<file path="src/hdl/assert_macros.svh">
// ----------------------------------------------------------------------------
// assertion macros
// concurrent assertion wrappers for the rtl files, included by ps2ht_core
// ----------------------------------------------------------------------------
`ifndef ASSERT_MACROS_SVH
`define ASSERT_MACROS_SVH

// checked on every rising clock edge, disabled while reset is high
`define ASSERT_CLK_RST(lbl, clk, rst, prop, msg) \
lbl: assert property (@(posedge clk) disable iff (rst) prop) else $error(msg);

// checked on every rising clock edge, also during reset
`define ASSERT_CLK(lbl, clk, prop, msg) \
lbl: assert property (@(posedge clk) prop) else $error(msg);

`endif

</file>
<file path="src/hdl/ps2ht_pkg.sv">
// ----------------------------------------------------------------------------
// ps2ht_pkg
// types and constants of the ps/2 host command transmitter
// ----------------------------------------------------------------------------
package ps2ht_pkg;

   localparam int unsigned DATA_BITS      = 8;
   localparam int unsigned CNT_WIDTH      = 16;
   localparam int unsigned CSR_IDX_WIDTH  = 2;

   localparam logic [3:0]           BITS_LOAD       = 4'(DATA_BITS + 1);
   localparam logic [CNT_WIDTH-1:0] TIMEOUT_RESET   = 16'd60000;
   localparam logic [CNT_WIDTH-1:0] INHIBIT_RESET   = 16'd150;

   localparam logic [CSR_IDX_WIDTH-1:0] CSR_TIMEOUT_TICKS = 2'd0;
   localparam logic [CSR_IDX_WIDTH-1:0] CSR_INHIBIT_TICKS = 2'd1;

   localparam logic [2:0] STATUS_OK          = 3'd0;
   localparam logic [2:0] STATUS_FIRST_EDGE  = 3'd1;
   localparam logic [2:0] STATUS_ACK_DATA    = 3'd2;
   localparam logic [2:0] STATUS_ACK_CLOCK   = 3'd3;
   localparam logic [2:0] STATUS_RELEASE     = 3'd4;

   typedef enum logic [2:0] {
      PH_IDLE,
      PH_INHIBIT,
      PH_FIRST,
      PH_BITS,
      PH_ACK_DATA,
      PH_ACK_CLOCK,
      PH_RELEASE
   } phase_type;

   typedef struct packed {
      logic       req_type;
      logic [7:0] command;
      logic       clock_line;
      logic       data_line;
   } req_payload_type;

   typedef struct packed {
      logic       clock_pull_low;
      logic       data_pull_low;
      logic       busy_res;
      logic       done_res;
      logic [2:0] status;
   } rsp_payload_type;

   typedef struct packed {
      logic [CNT_WIDTH-1:0] timeout_ticks;
      logic [CNT_WIDTH-1:0] inhibit_ticks;
   } cfg_type;

endpackage

</file>
<file path="src/hdl/ps2ht_csr.sv">
// ----------------------------------------------------------------------------
// ps2ht_csr
// configuration registers, written over the csr channel
// ----------------------------------------------------------------------------
module ps2ht_csr (
   input  logic                                  clock,
   input  logic                                  reset,
   input  logic                                  csr_valid,
   output logic                                  csr_ready,
   input  logic [ps2ht_pkg::CSR_IDX_WIDTH-1:0]   csr_index,
   input  logic [ps2ht_pkg::CNT_WIDTH-1:0]       csr_data,
   output ps2ht_pkg::cfg_type                    cfg
);
   import ps2ht_pkg::*;

   logic [CNT_WIDTH-1:0] timeout_ff, timeout_in;
   logic [CNT_WIDTH-1:0] inhibit_ff, inhibit_in;

   assign csr_ready = 1'b1;

   always_comb begin
      timeout_in = timeout_ff;
      inhibit_in = inhibit_ff;
      if (csr_valid) begin
         unique case (csr_index)
            CSR_TIMEOUT_TICKS: timeout_in = csr_data;
            CSR_INHIBIT_TICKS: inhibit_in = csr_data;
            default: ;
         endcase
      end
   end

   always_ff @(posedge clock) begin
      if (reset) begin
         timeout_ff <= TIMEOUT_RESET;
         inhibit_ff <= INHIBIT_RESET;
      end else begin
         timeout_ff <= timeout_in;
         inhibit_ff <= inhibit_in;
      end
   end

   assign cfg.timeout_ticks = timeout_ff;
   assign cfg.inhibit_ticks = inhibit_ff;

endmodule

</file>
<file path="src/hdl/ps2ht_core.sv">
// ----------------------------------------------------------------------------
// ps2ht_core
// transfer state machine, one transaction per cycle while accept is high, result from next state
// ----------------------------------------------------------------------------
`include "assert_macros.svh"

module ps2ht_core (
   input  logic                        clock,
   input  logic                        reset,
   input  logic                        accept,
   input  ps2ht_pkg::req_payload_type  req,
   input  ps2ht_pkg::cfg_type          cfg,
   output ps2ht_pkg::rsp_payload_type  rsp_next
);
   import ps2ht_pkg::*;

   phase_type            phase_ff, phase_in;
   logic [7:0]           shift_ff, shift_in;
   logic [3:0]           bits_left_ff, bits_left_in;
   logic                 parity_ff, parity_in;
   logic                 await_high_ff, await_high_in;
   logic [CNT_WIDTH-1:0] wait_cnt_ff, wait_cnt_in;
   logic [2:0]           status_ff, status_in;
   logic                 done;

   logic [CNT_WIDTH-1:0] tmo_lim, inh_lim;
   logic [CNT_WIDTH:0]   wait_inc;
   logic                 wait_cond, wait_hit, wait_tmo;
   logic [CNT_WIDTH-1:0] wait_cnt_step;
   logic                 cur_bit;

   assign tmo_lim = (cfg.timeout_ticks == '0) ? CNT_WIDTH'(1) : cfg.timeout_ticks;
   assign inh_lim = (cfg.inhibit_ticks == '0) ? CNT_WIDTH'(1) : cfg.inhibit_ticks;
   assign wait_inc = {1'b0, wait_cnt_ff} + (CNT_WIDTH+1)'(1);

   // line condition that ends the current wait
   always_comb begin
      unique case (phase_ff)
         PH_FIRST:     wait_cond = !req.clock_line;
         PH_BITS:      wait_cond = await_high_ff ? req.clock_line : !req.clock_line;
         PH_ACK_DATA:  wait_cond = !req.data_line;
         PH_ACK_CLOCK: wait_cond = !req.clock_line;
         PH_RELEASE:   wait_cond = req.data_line || req.clock_line;
         default:      wait_cond = 1'b0;
      endcase
   end

   assign wait_hit      = wait_cond;
   assign wait_tmo      = !wait_cond && (wait_inc >= {1'b0, tmo_lim});
   assign wait_cnt_step = (wait_hit || wait_tmo) ? '0 : wait_inc[CNT_WIDTH-1:0];

   // next state
   always_comb begin
      phase_in      = phase_ff;
      shift_in      = shift_ff;
      bits_left_in  = bits_left_ff;
      parity_in     = parity_ff;
      await_high_in = await_high_ff;
      wait_cnt_in   = wait_cnt_ff;
      status_in     = status_ff;
      done          = 1'b0;
      if (accept) begin
         if (req.req_type) begin
            if (phase_ff == PH_IDLE) begin
               shift_in      = req.command;
               bits_left_in  = BITS_LOAD;
               parity_in     = 1'b1;
               await_high_in = 1'b0;
               wait_cnt_in   = '0;
               phase_in      = PH_INHIBIT;
            end
         end else begin
            unique case (phase_ff)
               PH_INHIBIT: begin
                  if (wait_inc[CNT_WIDTH-1:0] >= inh_lim) begin
                     wait_cnt_in = '0;
                     phase_in    = PH_FIRST;
                  end else begin
                     wait_cnt_in = wait_inc[CNT_WIDTH-1:0];
                  end
               end
               PH_FIRST: begin
                  wait_cnt_in = wait_cnt_step;
                  if (wait_hit) begin
                     phase_in      = PH_BITS;
                     await_high_in = 1'b1;
                  end else if (wait_tmo) begin
                     status_in = STATUS_FIRST_EDGE;
                     phase_in  = PH_IDLE;
                     done      = 1'b1;
                  end
               end
               PH_BITS: begin
                  wait_cnt_in = wait_cnt_step;
                  if (await_high_ff) begin
                     if (wait_hit || wait_tmo) await_high_in = 1'b0;
                  end else if (wait_hit || wait_tmo) begin
                     if (bits_left_ff > 4'd1) begin
                        parity_in     = parity_ff ^ shift_ff[0];
                        shift_in      = {1'b0, shift_ff[7:1]};
                        bits_left_in  = bits_left_ff - 4'd1;
                        await_high_in = 1'b1;
                     end else begin
                        bits_left_in = '0;
                        phase_in     = PH_ACK_DATA;
                     end
                  end
               end
               PH_ACK_DATA: begin
                  wait_cnt_in = wait_cnt_step;
                  if (wait_hit) begin
                     phase_in = PH_ACK_CLOCK;
                  end else if (wait_tmo) begin
                     status_in     = STATUS_ACK_DATA;
                     phase_in      = PH_IDLE;
                     await_high_in = 1'b0;
                     done          = 1'b1;
                  end
               end
               PH_ACK_CLOCK: begin
                  wait_cnt_in = wait_cnt_step;
                  if (wait_hit) begin
                     phase_in = PH_RELEASE;
                  end else if (wait_tmo) begin
                     status_in     = STATUS_ACK_CLOCK;
                     phase_in      = PH_IDLE;
                     await_high_in = 1'b0;
                     done          = 1'b1;
                  end
               end
               PH_RELEASE: begin
                  wait_cnt_in = wait_cnt_step;
                  if (wait_hit || wait_tmo) begin
                     status_in     = wait_hit ? STATUS_OK : STATUS_RELEASE;
                     phase_in      = PH_IDLE;
                     await_high_in = 1'b0;
                     done          = 1'b1;
                  end
               end
               default: ;
            endcase
         end
      end
   end

   // outputs from the updated state
   always_comb begin
      cur_bit = (bits_left_in > 4'd1) ? shift_in[0] : parity_in;
      rsp_next.clock_pull_low = 1'b0;
      rsp_next.data_pull_low  = 1'b0;
      unique case (phase_in)
         PH_INHIBIT: rsp_next.clock_pull_low = 1'b1;
         PH_FIRST:   rsp_next.data_pull_low  = 1'b1;
         PH_BITS:    rsp_next.data_pull_low  = !cur_bit;
         default: ;
      endcase
      rsp_next.busy_res = (phase_in != PH_IDLE);
      rsp_next.done_res = done;
      rsp_next.status   = status_in;
   end

   always_ff @(posedge clock) begin
      if (reset) begin
         phase_ff      <= PH_IDLE;
         shift_ff      <= '0;
         bits_left_ff  <= '0;
         parity_ff     <= 1'b1;
         await_high_ff <= 1'b0;
         wait_cnt_ff   <= '0;
         status_ff     <= STATUS_OK;
      end else begin
         phase_ff      <= phase_in;
         shift_ff      <= shift_in;
         bits_left_ff  <= bits_left_in;
         parity_ff     <= parity_in;
         await_high_ff <= await_high_in;
         wait_cnt_ff   <= wait_cnt_in;
         status_ff     <= status_in;
      end
   end

   `ASSERT_CLK_RST(a_idle_cnt_zero, clock, reset,
      (phase_ff == PH_IDLE) |-> (wait_cnt_ff == '0), "wait count not cleared in idle")
   `ASSERT_CLK_RST(a_done_to_idle, clock, reset,
      (accept && rsp_next.done_res) |=> (phase_ff == PH_IDLE), "done without return to idle")
   `ASSERT_CLK_RST(a_hold_no_accept, clock, reset,
      !accept |=> ($stable(phase_ff) && $stable(wait_cnt_ff)), "state moved without a transaction")
   `ASSERT_CLK_RST(a_idle_tick, clock, reset,
      (accept && !req.req_type && phase_ff == PH_IDLE) |=> (phase_ff == PH_IDLE), "tick left idle")
   `ASSERT_CLK_RST(a_bits_range, clock, reset,
      bits_left_ff <= BITS_LOAD, "bit count out of range")

endmodule

</file>
<file path="src/hdl/ps2_host_command_transmitter.sv">
// output: a result is held in the output register from the cycle after its transaction
// throughput: one transaction per cycle; the output register parts the two sides,
//   and the input stalls only while a held result is itself stalled
// reset: synchronous, active high; idle phase, status 0, config registers to
//   timeout 60000 and inhibit 150, output register empty
// ----------------------------------------------------------------------------
// ps2_host_command_transmitter
// host side of a ps/2 command send: inhibit, start bit, data, parity, ack
// ----------------------------------------------------------------------------
module ps2_host_command_transmitter (
   input  logic                                  clock,
   input  logic                                  reset,
   input  logic                                  req_valid,
   output logic                                  req_stall,
   input  ps2ht_pkg::req_payload_type            req_payload,
   output logic                                  rsp_valid,
   input  logic                                  rsp_stall,
   output ps2ht_pkg::rsp_payload_type            rsp_payload,
   input  logic                                  csr_valid,
   output logic                                  csr_ready,
   input  logic [ps2ht_pkg::CSR_IDX_WIDTH-1:0]   csr_index,
   input  logic [ps2ht_pkg::CNT_WIDTH-1:0]       csr_data
);
   import ps2ht_pkg::*;

   cfg_type         cfg;
   rsp_payload_type rsp_next;
   rsp_payload_type rsp_ff;
   logic            rsp_valid_ff, rsp_valid_in;
   logic            accept;

   assign req_stall    = rsp_valid_ff && rsp_stall;
   assign accept       = req_valid && !req_stall;
   assign rsp_valid_in = accept || (rsp_valid_ff && rsp_stall);

   ps2ht_csr u_csr (
      .clock     (clock),
      .reset     (reset),
      .csr_valid (csr_valid),
      .csr_ready (csr_ready),
      .csr_index (csr_index),
      .csr_data  (csr_data),
      .cfg       (cfg)
   );

   ps2ht_core u_core (
      .clock    (clock),
      .reset    (reset),
      .accept   (accept),
      .req      (req_payload),
      .cfg      (cfg),
      .rsp_next (rsp_next)
   );

   always_ff @(posedge clock) begin
      if (reset) begin
         rsp_valid_ff <= 1'b0;
      end else begin
         rsp_valid_ff <= rsp_valid_in;
      end
   end

   always_ff @(posedge clock) begin
      if (accept) begin
         rsp_ff <= rsp_next;
      end
   end

   assign rsp_valid   = rsp_valid_ff;
   assign rsp_payload = rsp_ff;

endmodule
</file>
<file path="config.mk">
export PLATFORM = sky130hd
export DESIGN_NAME = ps2_host_command_transmitter
export DESIGN_NICKNAME = d
export VERILOG_FILES = /design/src/hdl/ps2ht_pkg.sv /design/src/hdl/ps2ht_csr.sv /design/src/hdl/ps2ht_core.sv /design/src/hdl/ps2_host_command_transmitter.sv
export VERILOG_INCLUDE_DIRS = /design/src /design/src/hdl
export SDC_FILE = /design/constraint.sdc
export NUM_CORES = 1
export LEC_CHECK = 0
export ABC_AREA = 0
export BUFFER_PORTS_ARGS = -buffer_cell sky130_fd_sc_hd__buf_2
export CAP_MARGIN = 10
export CORE_ASPECT_RATIO = 0.9
export CORE_MARGIN = 2
export CORE_UTILIZATION = 64
export DETAILED_ROUTE_END_ITERATION = 10
export PLACE_DENSITY_LB_ADDON = 0.08
export REMOVE_ABC_BUFFERS = 1
export SLEW_MARGIN = 40
export SYNTH_ARGS = -nofsm -noshare
export SYNTH_HDL_FRONTEND = slang
export SYNTH_SLANG_ARGS = --single-unit
</file>
<file path="constraint.sdc">
create_clock -name clock -period 8.2 [get_ports clock]
set_input_delay 0.82 -clock clock [delete_from_list [all_inputs] [get_ports clock]]
set_output_delay 0.82 -clock clock [all_outputs]
set_load 0.01 [all_outputs]
</file>
==> summary.txt, run 1 <==
Global route
  • All-Layer GR Usage: 0.2872
  • Busiest grt layer: met1
  • Grt met3 use: 0.05062
  • GRT overflow: 0
  • First-pass GRT wire length: about 18000 µm
  • Vias in the first global route: 3832
  • Grt met1 use: 0.4286
  • GR Layer Usage met2: 0.4240
  • Largest net degree at the start of global routing: 70
  • Initial antenna violation count: 0

Worst setup path
  • Slowest cell on crit path: o21a_1
  • Delay-heaviest family, CP: simple AND/OR/NAND/NOR gates
  • Max FO, Critical Path: 22
  • WP data required: between 8000 and 9000 ps
  • Data arrival, critical path: about 4900 ps
  • Crit path buf inv count: 0
  • Crit path cell chain: nand3_1 -> nor2_1 -> nand3_1 -> nor2_1 -> nand2_1 -> xnor2_1 -> ha_1 -> nand3_1 -> nor3_1 -> a221oi_2 -> and4bb_1 -> nand2_2 -> nor2_1 -> o21a_1 -> o21ai_0 -> a311oi_1
  • Critical path class: reg -> reg
  • Setup crit end kind: register
  • Startpoint types: register
  • Worst path max stage delay: about 600 ps

Logic synthesis
  • Yosys reg bits: 76
  • Syn. warnings: 0
  • EDFF count, synth: 7
  • Avg Inst Size Synth: slightly above 8 µm²
  • Top FF cell, synth: dfxtp_1
  • Distinct cells, synth: 75
  • Synthesized cell area: roughly 4700 µm²
  • Sequential-to-total area share from yosys stat: 0.3419
  • Synth Instances: approximately 570
  • Async set or reset register ratio after synthesis: 0

Placement
  • Placed cell areas: a little under 5000 µm²
  • Placed instance count: 671
  • PortBufs: 42
  • Dpl hpwl: 7909 µm
  • Pre-CTS setup slack: roughly 3600 ps
  • RD Place Congestion: between 0.8 and 0.9

Clock network
  • Worst-Skew Late Latency: around 360 ps
  • Setup repair bufs after CTS: 0
  • CTS tree: done
  • Clk pin slew, worst setup/hold paths: around 90 ps
  • Hold buffers post-CTS: 0
  • CTS HTree Levels: 3
  • CTS Root Cell: clkbuf_8
  • Post-cts gate resize count: 0
  • CTS Sinks: between 70 and 80
  • Clock Path Buffers: 2
  • Num CTS Buffers: 9

Job
  • MaxCap Viol Count: 0

Finish
  • Ratio of cells with drive above 1 in the final layout: 0.1347
  • Design Area, Final: 5032 µm²
  • Finished Layout Cells: 687
  • Area Growth Syn to Fin: 8.118%
  • Diode count: 0
  • Layout Nets: between 600 and 700
  • Final Util: 0.7149

STA
  • Final worst clock skew: roughly 12 ps
  • Final worst path period share: 0.5674
  • Post-route worst hold slack: 475.1 ps
  • Finish-stage setup viols: 0
  • Worst-Margin Slew: ~860 ps
  • TNS Setup: 0 ps
  • Setup repair after global routing missed its margin: false
  • Final WS setup: roughly 3500 ps
  • Final Slew Violations: 0
  • Min Tclk post-route: around 4700 ps
  • Final hold viol count: 0
  • Fmax: about 210 MHz
  • Slew HR: 0.4248

Detailed routing
  • Via count: 4289
  • TritonRoute pass-1 iters: 5
  • Vias per inst: roughly 6.2
  • WL per Instance: 16.06 µm
  • Antenna viol nets, final: 0
  • DRC: 0
  • Starting DRT DRC Count: approximately 400
  • Routed WL: approximately 11000 µm

Floorplanning
  • Die Area: 7972 µm²
  • Die Wd: approximately 94 µm
  • Initial core utilization: 0.6612
  • Core box area: approximately 7000 µm²
  • Die Span Y: ~85 µm
  • Io pins: 44
  • Site row count: 29

Run status
  • Status: finished clean

Hold path
  • Hold Path Class: reg -> reg

Power
  • Overall power: 0.7785 mW
  • Pwr dens: roughly 150 nW/µm²
  • Worst VDD drop: around 0.16 mV
  • Leak: approximately 2.1 nW
## cell usage in the layout (no fill, tap or decap), types with 5 or more instances in the layout
cell and count:
a211o_1 11, a211oi_1 8, a21o_1 11, a21oi_1 44, a22oi_1 16, a311oi_1 6
buf_2 42, clkbuf_8 9, dfxtp_1 69, edfxtp_1 7, ha_1 35, inv_1 38
nand2_1 76, nand2b_1 5, nand3_1 19, nand4_1 8, nor2_1 48, nor2b_1 11
nor3_1 8, nor4_1 9, o21ai_0 16, xnor2_1 10, xor2_1 5
## path summary, 6_finish.rpt
check                                          start                                   to  slack (ps)  cells after the start
hold / removal       u_core.shift_ff[7]$_SDFFE_PP0P_      u_core.shift_ff[7]$_SDFFE_PP0P_         480                      2
setup reg to reg  u_core.wait_cnt_ff[2]$_SDFFE_PP0P_  u_core.wait_cnt_ff[11]$_SDFFE_PP0P_        3550                     16
setup / recovery  u_core.wait_cnt_ff[2]$_SDFFE_PP0P_  u_core.wait_cnt_ff[11]$_SDFFE_PP0P_        3550                     16
hold reg to reg      u_core.shift_ff[7]$_SDFFE_PP0P_      u_core.shift_ff[7]$_SDFFE_PP0P_         480                      2
## report_power, final
group          switching (mW)  internal (mW)
clock                   0.150          0.144
combinational          0.0548         0.0319
sequential             0.0107          0.387
## cells by family after synthesis
group           synth area share
fa+ha+maj                0.09409
other cells            0.0008057
buf+inv                  0.06774
simple gates              0.2282
xor+xnor                 0.02822
flops                     0.3419
mux                     0.004301
compound gates            0.2347
## synthesized netlist by cell type, drive strengths merged (5+ instances only)
cell     n  area [µm²]
nand3   20       105.1
a21oi   46       245.2
nor4     9       56.30
nor3    10       72.57
edfxtp   7       210.2
a311oi   6       52.55
a21o    12       91.34
buf     14       103.8
nor2b   11       68.82
nand4    9       62.56
nand2   78       297.8
ha      35       437.9
inv     38       142.6
dfxtp   69        1381
nand2b   5       31.28
a22oi   16       120.1
xor2     5       43.79
o21ai   17       85.08
xnor2   10       87.58
a211oi   9       72.57
a211o   12       106.4
nor2    50       204.0
clkbuf  17       65.06
## registers in the layout, summed over array words and instances (netlist names)
name	cells
rsp_payload	7
rsp_valid	1
u_core.await_high_ff	1
u_core.bits_left_ff	4
u_core.parity_ff	1
u_core.phase_ff	3
u_core.shift_ff	8
u_core.status_ff	3
u_core.wait_cnt_ff	16
u_csr.inhibit_ff	16
u_csr.timeout_ff	16
## routing by layer
layer | part of all wire | vias up
met5 | 0 | -
met1 | 0.49 | 2017
met4 | 0.013 | 0
met2 | 0.44 | 172
li1 | - | 2084
met3 | 0.064 | 16
## tightest hold or removal path: stages (launching register included)
cell	delay, ps
dfxtp_1	320
nand2b_1	60
a21oi_1	50
## final cells by class
type	instances	area [µm²]
tap	93	116.4
clock inverter	6	70.07
sequential	76	1592
multi-input combinational	419	2755
timing repair buffer	44	225.2
clock buffer	10	127.6
fill	585	2007
inverter	39	146.4
No activity file was read; power rests on OpenSTA's default activity.
==> run 2, diff against run 1 <==
--- a/config.mk
+++ b/config.mk
@@ -11,7 +11,7 @@
 export CAP_MARGIN = 10
 export CORE_ASPECT_RATIO = 0.9
 export CORE_MARGIN = 2
-export CORE_UTILIZATION = 64
+export CORE_UTILIZATION = 54
 export DETAILED_ROUTE_END_ITERATION = 10
 export PLACE_DENSITY_LB_ADDON = 0.08
 export REMOVE_ABC_BUFFERS = 1
==> constraint.sdc (replaced) <==
create_clock -name clock -period 3.95 [get_ports clock]
set_input_delay 0.395 -clock clock [delete_from_list [all_inputs] [get_ports clock]]
set_output_delay 0.395 -clock clock [all_outputs]
set_load 0.01 [all_outputs]
==> run 2 against run 1 <==
Die area is 18% higher. Critical endpoint is now rsp_payload[5]$_DFFE_PP_. First-iteration DRC count decreased by 39%. Register-to-register slack got worse by 3400 ps.
==> summary.txt, run 2 (synthesis results as in run 1) <==
Job
  • MaxCap Viol Count: 0

Finish
  • Number of fill cells in the layout: about 770
  • Most common cell after layout, fill and taps aside: nand2_1
  • Layout Nets: approximately 700
  • Diode count: 0
  • Largest regs: u_core.wait_cnt_ff (16), u_csr.inhibit_ff (16), u_csr.timeout_ff (16)
  • Ratio of cells with drive above 1 in the final layout: 0.1958
  • Area Growth Syn to Fin: 15.32%
  • Finished Layout Cells: roughly 740
  • Commonest non-fill, non-tap cells in the layout: nand2_1 (76), dfxtp_1 (67), nor2_1 (48)

STA
  • Slew HR: 0.5195
  • Finish-stage setup viols: 0
  • Min Tclk post-route: roughly 3800 ps
  • Final worst path period share: 0.9697
  • Final hold viol count: 0
  • Fmax: about 260 MHz
  • Final WS setup: roughly 120 ps
  • Worst-Margin Slew: roughly 720 ps
  • Final worst clock skew: 16.24 ps
  • Final Slew Violations: 0

Global route
  • Initial antenna violation count: 0
  • All-Layer GR Usage: 0.2532
  • Largest net degree at the start of global routing: between 40 and 50
  • Vias in the first global route: a little under 4000
  • GRT overflow: 0
  • First-pass GRT wire length: between 15000 and 20000 µm

Worst setup path
  • WP data required: about 4100 ps
  • Delay-heaviest family, CP: compound AO/OA/AOI/OAI gates
  • Data arrival, critical path: about 4000 ps
  • Setup crit end kind: register
  • Max FO, Critical Path: 5
  • Worst path max stage delay: roughly 370 ps
  • Critical path class: reg -> reg
  • Startpoint types: register
  • Crit path cell chain: ha_2 -> nand4_1 -> nor3_4 -> nand4_1 -> xnor2_2 -> ha_1 -> a21o_1 -> a221oi_2 -> and4bb_4 -> a21oi_4 -> and4b_1 -> a31o_1 -> o31a_1 -> o311a_1
  • Slowest cell on crit path: dfxtp_4
  • Crit-path most repeated cell: nand4_1
  • Crit path buf inv count: 0

Floorplanning
  • Die Area: about 9400 µm²
  • Die Span Y: 92.08 µm
  • Die Wd: 101.9 µm
  • Initial core utilization: 0.5483
  • Io pins: 44
  • Core box area: 8488 µm²
  • Site row count: 32

Detailed routing
  • Starting DRT DRC Count: roughly 240
  • WL per Instance: around 16 µm
  • TritonRoute pass-1 iters: 5
  • Vias per inst: between 5 and 6
  • Antenna viol nets, final: 0
  • Via count: around 4300
  • DRC: 0
  • Routed WL: around 12000 µm

Run status
  • Status: finished clean

Clock network
  • CTS Root Cell: clkbuf_8
  • Worst-Skew Late Latency: 350 ps
  • Num CTS Buffers: 9
  • CTS HTree Levels: 3
  • Hold buffers post-CTS: 0
  • Clk pin slew, worst setup/hold paths: 90 ps
  • Clock Path Buffers: 2
  • CTS tree: done
  • CTS Sinks: 76

Placement
  • RD Place Congestion: 0.9303
  • Dpl hpwl: between 8000 and 9000 µm
  • Placed instance count: 723
  • PortBufs: 42
  • Pre-CTS setup slack: -86.66 ps

Hold path
  • Hold Path Class: in -> reg

Power
  • Overall power: approximately 1.6 mW
  • Leak: between 2 and 2.5 nW
  • Worst VDD drop: between 0.2 and 0.25 mV
  • Pwr dens: between 300 and 400 nW/µm²
==> run 2: cell count changes in the layout (fill, tap and decap cells not counted), moves of 2 or more <==
cell | previous run | this run
buf_4 | 2 | 29
clkinv_2 | 0 | 2
dfxtp_1 | 69 | 67
xnor2_1 | 10 | 8
xnor2_2 | 0 | 2
==> run 2: metrics by stage <==
| stage | area [µm²] | hold WS, ps | setup TNS [ps] | utilization |
|---|---|---|---|---|
| 5_1_grt | 5368 | 258.9 | -52.14 | 0.6324 |
| 4_1_cts | 5273 | 250.0 | 0 | 0.6212 |
| 6_report | 5368 | 263.5 | 0 | 0.6324 |
| 3_3_place_gp | 5072 | 454.9 | 0 | 0.5976 |
| 3_5_place_dp | 5072 | 461.0 | -86.66 | 0.5976 |
| 2_1_floorplan | 4486 | 430.4 | 0 | - |
==> run 2: cell type report <==
cell class	instances	area [µm²]	share of cell area
well taps	119	148.9	0.02774
clock inverters	6	65.06	0.01212
flip-flops and latches	76	1597	0.2974
repair buffers	73	452.9	0.08438
clock buffers	10	127.6	0.02378
multi-input cells	419	2830	0.5273
inverters	39	146.4	0.02727
==> run 2: worst paths after layout <==
path                                                    startpoint                          endpoint  slack, ps  cells after the start
worst min-delay path                                   csr_data[7]  u_csr.inhibit_ff[7]$_SDFFE_PP1P_        260                      2
worst min register to register     u_core.shift_ff[7]$_SDFFE_PP0P_   u_core.shift_ff[7]$_SDFFE_PP0P_        480                      2
worst max register to register  u_core.wait_cnt_ff[1]$_SDFFE_PP0P_          rsp_payload[5]$_DFFE_PP_        120                     14
worst max-delay path            u_core.wait_cnt_ff[1]$_SDFFE_PP0P_          rsp_payload[5]$_DFFE_PP_        120                     14
==> run 2: routing by layer <==
| layer | part of all wire | wire length, µm | GRT usage | up-vias |
|---|---|---|---|---|
| met5 | 0 | 0 | 0 | - |
| met4 | 0.020 | 236 | 0.06222 | 0 |
| met3 | 0.057 | 661 | 0.04726 | 23 |
| met2 | 0.42 | 4892 | 0.3547 | 145 |
| met1 | 0.50 | 5850 | 0.3953 | 1966 |
| li1 | - | - | - | 2134 |
==> run 2: repair_timing <==
item / CTS / global route
setup buffers: 0 / 2
pin swaps: 0 / 9
gates resized for setup: 2 / 16
endpoints found under the setup margin: 1 / 10
==> run 2: report_power, final <==
group / internal [mW] / switching [mW]
registers: 0.804 / 0.0202
clock network: 0.294 / 0.306
logic: 0.0721 / 0.121
